[src/design/fbfla_pkg.sv]
// ----------------------------------------------------------------------------
// fbfla_pkg
// shared constants and controller/datapath interface types
// ----------------------------------------------------------------------------
package fbfla_pkg;

  localparam int unsigned POOL_SLOTS = 1024;
  localparam int unsigned SLOT_W     = 10;
  localparam int unsigned IDX_W      = $clog2(POOL_SLOTS);
  // one code above the last slot marks the end of the list
  localparam int unsigned LINK_W     = $clog2(POOL_SLOTS + 1);

  localparam logic OP_ALLOC  = 1'b0;
  localparam logic OP_FREE   = 1'b1;

  localparam logic ST_DONE   = 1'b0;
  localparam logic ST_EMPTY  = 1'b1;

  typedef struct packed {
    logic init_wr;    // write one entry of the clearing pass
    logic push;       // link returned slot to head, head takes slot
    logic read_head;  // fetch link of head slot
    logic pop;        // head follows fetched link
    logic res_free;   // result word: echoed slot, done
    logic res_empty;  // result word: zero, empty
    logic res_pop;    // result word: granted head slot, done
    logic out_load;   // move result word to output register
  } cmd_t;

  typedef struct packed {
    logic init_last;
    logic head_empty;
    logic slot_in_range;
  } status_t;

endpackage

[src/design/fbfla_ctrl.sv]
// ----------------------------------------------------------------------------
// fbfla_ctrl
// request sequencer: clearing pass, request decode, output word handshake
// ----------------------------------------------------------------------------
module fbfla_ctrl (
  input  logic               clk_i,
  input  logic               rst_ni,
  input  logic               in_valid_i,
  output logic               in_stall_o,
  input  logic               op_i,
  output logic               out_valid_o,
  input  logic               out_stall_i,
  output fbfla_pkg::cmd_t    cmd_o,
  input  fbfla_pkg::status_t status_i
);

  typedef enum logic [1:0] {
    S_INIT,
    S_IDLE,
    S_READ,
    S_PUT
  } state_e;

  state_e state_q, state_d;
  logic   out_valid_q, out_valid_d;
  logic   accept;
  logic   out_free;

  assign accept   = in_valid_i && (state_q == S_IDLE);
  assign out_free = !out_valid_q || !out_stall_i;

  always_comb begin
    state_d     = state_q;
    out_valid_d = out_valid_q && out_stall_i;
    cmd_o       = '0;
    case (state_q)
      S_INIT: begin
        cmd_o.init_wr = 1'b1;
        if (status_i.init_last) begin
          state_d = S_IDLE;
        end
      end
      S_IDLE: begin
        if (accept) begin
          if (op_i == fbfla_pkg::OP_FREE) begin
            cmd_o.push     = status_i.slot_in_range;
            cmd_o.res_free = 1'b1;
            state_d        = S_PUT;
          end else if (status_i.head_empty) begin
            cmd_o.res_empty = 1'b1;
            state_d         = S_PUT;
          end else begin
            cmd_o.read_head = 1'b1;
            state_d         = S_READ;
          end
        end
      end
      S_READ: begin
        cmd_o.pop     = 1'b1;
        cmd_o.res_pop = 1'b1;
        state_d       = S_PUT;
      end
      S_PUT: begin
        // wait here until the output register can take the word
        if (out_free) begin
          cmd_o.out_load = 1'b1;
          out_valid_d    = 1'b1;
          state_d        = S_IDLE;
        end
      end
      default: begin
        state_d = S_IDLE;
      end
    endcase
  end

  always_ff @(posedge clk_i or negedge rst_ni) begin
    if (!rst_ni) begin
      state_q     <= S_INIT;
      out_valid_q <= 1'b0;
    end else begin
      state_q     <= state_d;
      out_valid_q <= out_valid_d;
    end
  end

  assign in_stall_o  = (state_q != S_IDLE);
  assign out_valid_o = out_valid_q;

endmodule

[config.mk]
export PLATFORM = sky130hd
export DESIGN_NAME = fbfla_ctrl
export DESIGN_NICKNAME = d
export VERILOG_FILES = /design/src/design/fbfla_pkg.sv /design/src/design/fbfla_ctrl.sv
export SDC_FILE = /design/constraint.sdc
export NUM_CORES = 1
export LEC_CHECK = 0
export BUFFER_PORTS_ARGS = -buffer_cell sky130_fd_sc_hd__buf_4
export CAP_MARGIN = 20
export CELL_PAD_IN_SITES_DETAIL_PLACEMENT = 0
export CELL_PAD_IN_SITES_GLOBAL_PLACEMENT = 1
export CORE_AREA = 2 2 39 41
export DETAILED_ROUTE_END_ITERATION = 16
export DIE_AREA = 0 0 41 43
export GPL_TIMING_DRIVEN = 0
export PLACE_DENSITY = 0.59
export SLEW_MARGIN = 20
export SYNTH_ARGS = -nofsm -noshare
export SYNTH_HDL_FRONTEND = slang
export SYNTH_SLANG_ARGS = --single-unit
[constraint.sdc]
create_clock -name clk_i -period 3.7 [get_ports clk_i]
set_input_delay 0.74 -clock clk_i [delete_from_list [all_inputs] [get_ports clk_i]]
set_output_delay 0.74 -clock clk_i [all_outputs]
set_load 0.01 [all_outputs]
* Word level (Yosys, flattened, before mapping)
Index checks and enable logic that the tools add are counted.
** Word-level totals
- Bits of input ports :: 8
- Logic and storage cells :: 38
- Register bits after elaboration :: 3
- Output and inout bits :: 10
** Operators by class
- Eq/ne operators :: 7
- Muxes and demuxes :: 22
- Reduce and logical (&&, ||, !) cells :: 7
** Operators with widths (count)
- two-way mux 2 bit :: 8
- two-way mux 1 bit :: 13
- case mux 2 bit (4 select lines) :: 1
- inequality test 2 bit, second input constant :: 3
- == test 2 bit, second input constant :: 2
- AND reduction 3 bit :: 1
- == test 2 x 1 -> 1 bit, second input constant :: 1
- logical AND 1 bit :: 2
- zero test 1 bit :: 2
- zero test 2 bit :: 1
- inequality test 2 x 1 -> 1 bit, second input constant :: 1
- logical OR 1 bit :: 1

* Depth between registers and ports, before layout
- Word-level depth :: 4
- Mapped depth :: 5
- Depth with buffers taken out :: 5

* Least setup slack after synthesis
OpenSTA, ideal clock, no wires.
- Path type :: in2out
- From :: input in_valid_i
- To :: output cmd_o[6] (netlist name)
- Data required time :: 2.960 ns
- Arrival :: 1.227 ns
- Setup slack :: 1.733 ns
- Stages on the path :: 3
- Path buffers :: 0
- Cell sequence :: nand3_1 nor2_1 and2_1
** RTL lines
- from (decl) :: RTL line fbfla_ctrl.sv:8 : input logic in_valid_i,
- to (decl) :: RTL line fbfla_ctrl.sv:13 : output fbfla_pkg::cmd_t cmd_o,

==> out/qor.csv <==
stage;metric;value;unit
floorplan;dieArea;1760;um2
cts;clock_tree.buffer_depth;2;
cts;cts_setup_buffers;0;
critical_path;cp_max_fo;4;
final_layout;drive_gt1_frac;0.521;
critical_path;crit_chain;inv_1 > ha_1 > nand3_1 > nor3b_1 > buf_4;
timing;hold_viol_final;0;
final_layout;finalNonFillerCells;64;
logic_synthesis;synth_top_area_frac;0.267;
drt;drc;0;
critical_path;rr_endpoint;state_q[1];
timing;min_period;2.18;ns
drt;antenna_left;0;
outcome;status;complete, no violations;
timing;worstMarginPinSlew;0.163;ns
cts;cts_tree;yes;
placed_design;io_buffers;17;
logic_synthesis;synth.distinct_cells;18;
final_layout;antenna_cells;0;
final_layout;nNetsFinal;62;
logic_synthesis;syn_nets;40;
critical_path;path_class;flop to output pin;
floorplan;io_pins;18;
logic_synthesis;synth.largest_area_cell;dfrtp_1;
cts;postCtsHoldBufs;0;
critical_path;required;2.96;ns
timing;period_share;0.588;
global_routing;first_global_vias;241;
logic_synthesis;ys_seq_area_frac;0.267;
cts;cts_num_sinks;3;
placed_design;dp_cells;60;
drt;dr_wl_met3;78;um
cts;cts_made_buffers;3;
cts;cts_resized;0;
drt;avgViaCountPerCell;4.06;
global_routing;grt.total_usage;0.0825;
timing;hold_ws;0.288;ns
placed_design;placed_area;429;um2
cts;clock_latency;0.23;ns
global_routing;grt_pass1_wl;903;um
critical_path;r2r-start;state_q[0];
floorplan;initial_core_util;0.203;
logic_synthesis;ys_seq_elements;3;
timing;fmax;0.459;GHz
critical_path;max_stage_delay;0.40;ns
flow_run;maxCapViolCount;0;
timing;fin_skew;0.00101;ns
floorplan;coreArea;1380;um2
global_routing;antenna_found_initial;0;
drt;dr.max_layer_used;met3;
critical_path;start_kind;flop;
drt;met1_length;262;um
drt;drt-total-wl;591;um
global_routing;grt_overflow;0;
final_layout;utilization;0.329;
timing;final_max_slew_viol_count;0;
floorplan;dieWidth;41;um
cts;clk_pin_slew_worst_paths;0.04;ns
critical_path;crit_family;flip-flops;
power;cellLeakagePower;0.242;nW
cts;h-tree-depth;1;
floorplan;fp-row-count;14;
critical_path;end_kind;output pin;
floorplan;die_h;43;um
critical_path;crit_arrival;1.44;ns
timing;rsz0062_at_grt;false;
logic_synthesis;syn_area;282;um2
power;peakVddDrop;0.000350;V
drt;drtIter0Drc;5;
drt;wl_met2;251;um
placed_design;place_congestion;0.653;
final_layout;area_growth_syn_to_layout;61.8;%
critical_path;slowest_stage;dfrtp_1;
final_layout;design_area;455;um2
cts;cts-root-buf;clkbuf_4;
power;cellPowerDensity;752;nW/um2
global_routing;grt_max_degree;5;
critical_path;ff2ff_path_depth;5;
logic_synthesis;ys_top_cells_by_area;dfrtp_1, ha_1, o221ai_4;
critical_path;r2r_slack;2.31;ns
logic_synthesis;ys_warn_count;0;
timing;setup_viol;0;
drt;first_pass_iters;2;
logic_synthesis;avgSynthCellArea;10.4;um2
drt;vias;260;
timing;fin_tns_setup;0;ns
drt;routedWlPerCell;9.23;um
critical_path;timing.critical_path.buf_inv;2;
logic_synthesis;netlist_instances;27;
timing;max_slew_margin;0.888;
placed_design;post-dp-hpwl;476;um
min_path;hold_path.class;primary input to async pin;
[final cells by class]
cell class | instances | area, um2
Buffer | 1 | 7.51
Multi-Input combinational cell | 18 | 180
Sequential cell | 3 | 75.1
Timing Repair Buffer | 17 | 128
Tap cell | 16 | 20.0
Clock buffer | 4 | 26.3
Fill cell | 149 | 928
Inverter | 5 | 18.8
[synth_stat cells (all sizes together)]
library cell and n:
a21boi 1, a21o 1, and2 1, and3b 1, buf 1, dfrtp 3
ha 5, inv 5, mux2 1, mux2i 1, nand3 2, nor2 1
nor3 1, nor3b 1, o21ai 1, o221ai 1
[logic make-up (layout without fill, tap and decap cells)]
logic type	count (synthesis)	in the layout	share of synthesized area
AO/OA/AOI/OAI	4	4	0.164
adder cells (fa/ha/maj)	5	5	0.222
buffers and inverters	6	27	0.0933
flip-flops	3	3	0.267
multiplexers	2	2	0.0889
AND/OR/NAND/NOR	7	7	0.164
[worst register-to-register path, cell delays in order (launching register included)]
cell and delay (ns):
dfrtp_1 0.41, inv_1 0.11, ha_1 0.18, inv_1 0.07
o221ai_4 0.19, mux2_4 0.32
[worst max-delay path by stage]
stage | startpoint | endpoint | slack [ns] | cells past startpoint
after floorplan | in_valid_i | cmd_o[6] | 1.73 | 3
after global placement | in_valid_i | cmd_o[6] | 1.63 | 5
after detailed placement | in_valid_i | cmd_o[6] | 1.62 | 5
after CTS | state_q[1] | cmd_o[6] | 1.50 | 6
after global routing | state_q[1] | cmd_o[2] | 1.34 | 5
final | state_q[1] | cmd_o[2] | 1.52 | 5
[state kept, by name, indices dropped and copies added (netlist names)]
register     count
state_q          2
out_valid_o      1
[per-layer routing]
metal  global-route usage  vias to the layer above
li1                     -                      131
met1               0.0939                      113
met2                0.100                       16
met3               0.0471                        0
met4               0.0800                        0
met5                    0                        -
[cell usage in the layout, fill, tap and decap left out]
master,Yosys,final
nor3b_1,1,1
nor3_1,1,1
nand3_1,1,1
mux2i_1,1,1
clkbuf_1,0,1
mux2_4,1,1
a21o_1,1,1
nand3_2,1,1
ha_1,5,5
and2_1,1,1
buf_4,1,18
o21ai_0,1,1
inv_1,4,4
o221ai_4,1,1
a21boi_0,1,1
clkbuf_4,0,3
inv_2,1,1
dfrtp_1,3,3
and3b_1,1,1
nor2_1,1,1
[report_power, final]
part	total, mW	switching [mW]	internal (mW)
combinational	0.217	0.0971	0.120
clock	0.0566	0.0162	0.0404
sequential	0.0687	0.0179	0.0508
total	0.342	0.131	0.211
[through the flow]
stage / power [mW] / setup WS (ns)
3_3_place_gp: 0.291 / 1.63
6_report: 0.342 / 1.52
3_5_place_dp: 0.288 / 1.62
5_1_grt: 0.381 / 1.34
2_1_floorplan: 0.211 / 1.73
4_1_cts: 0.350 / 1.50
Note: power is estimated with default switching activity, not from simulation.
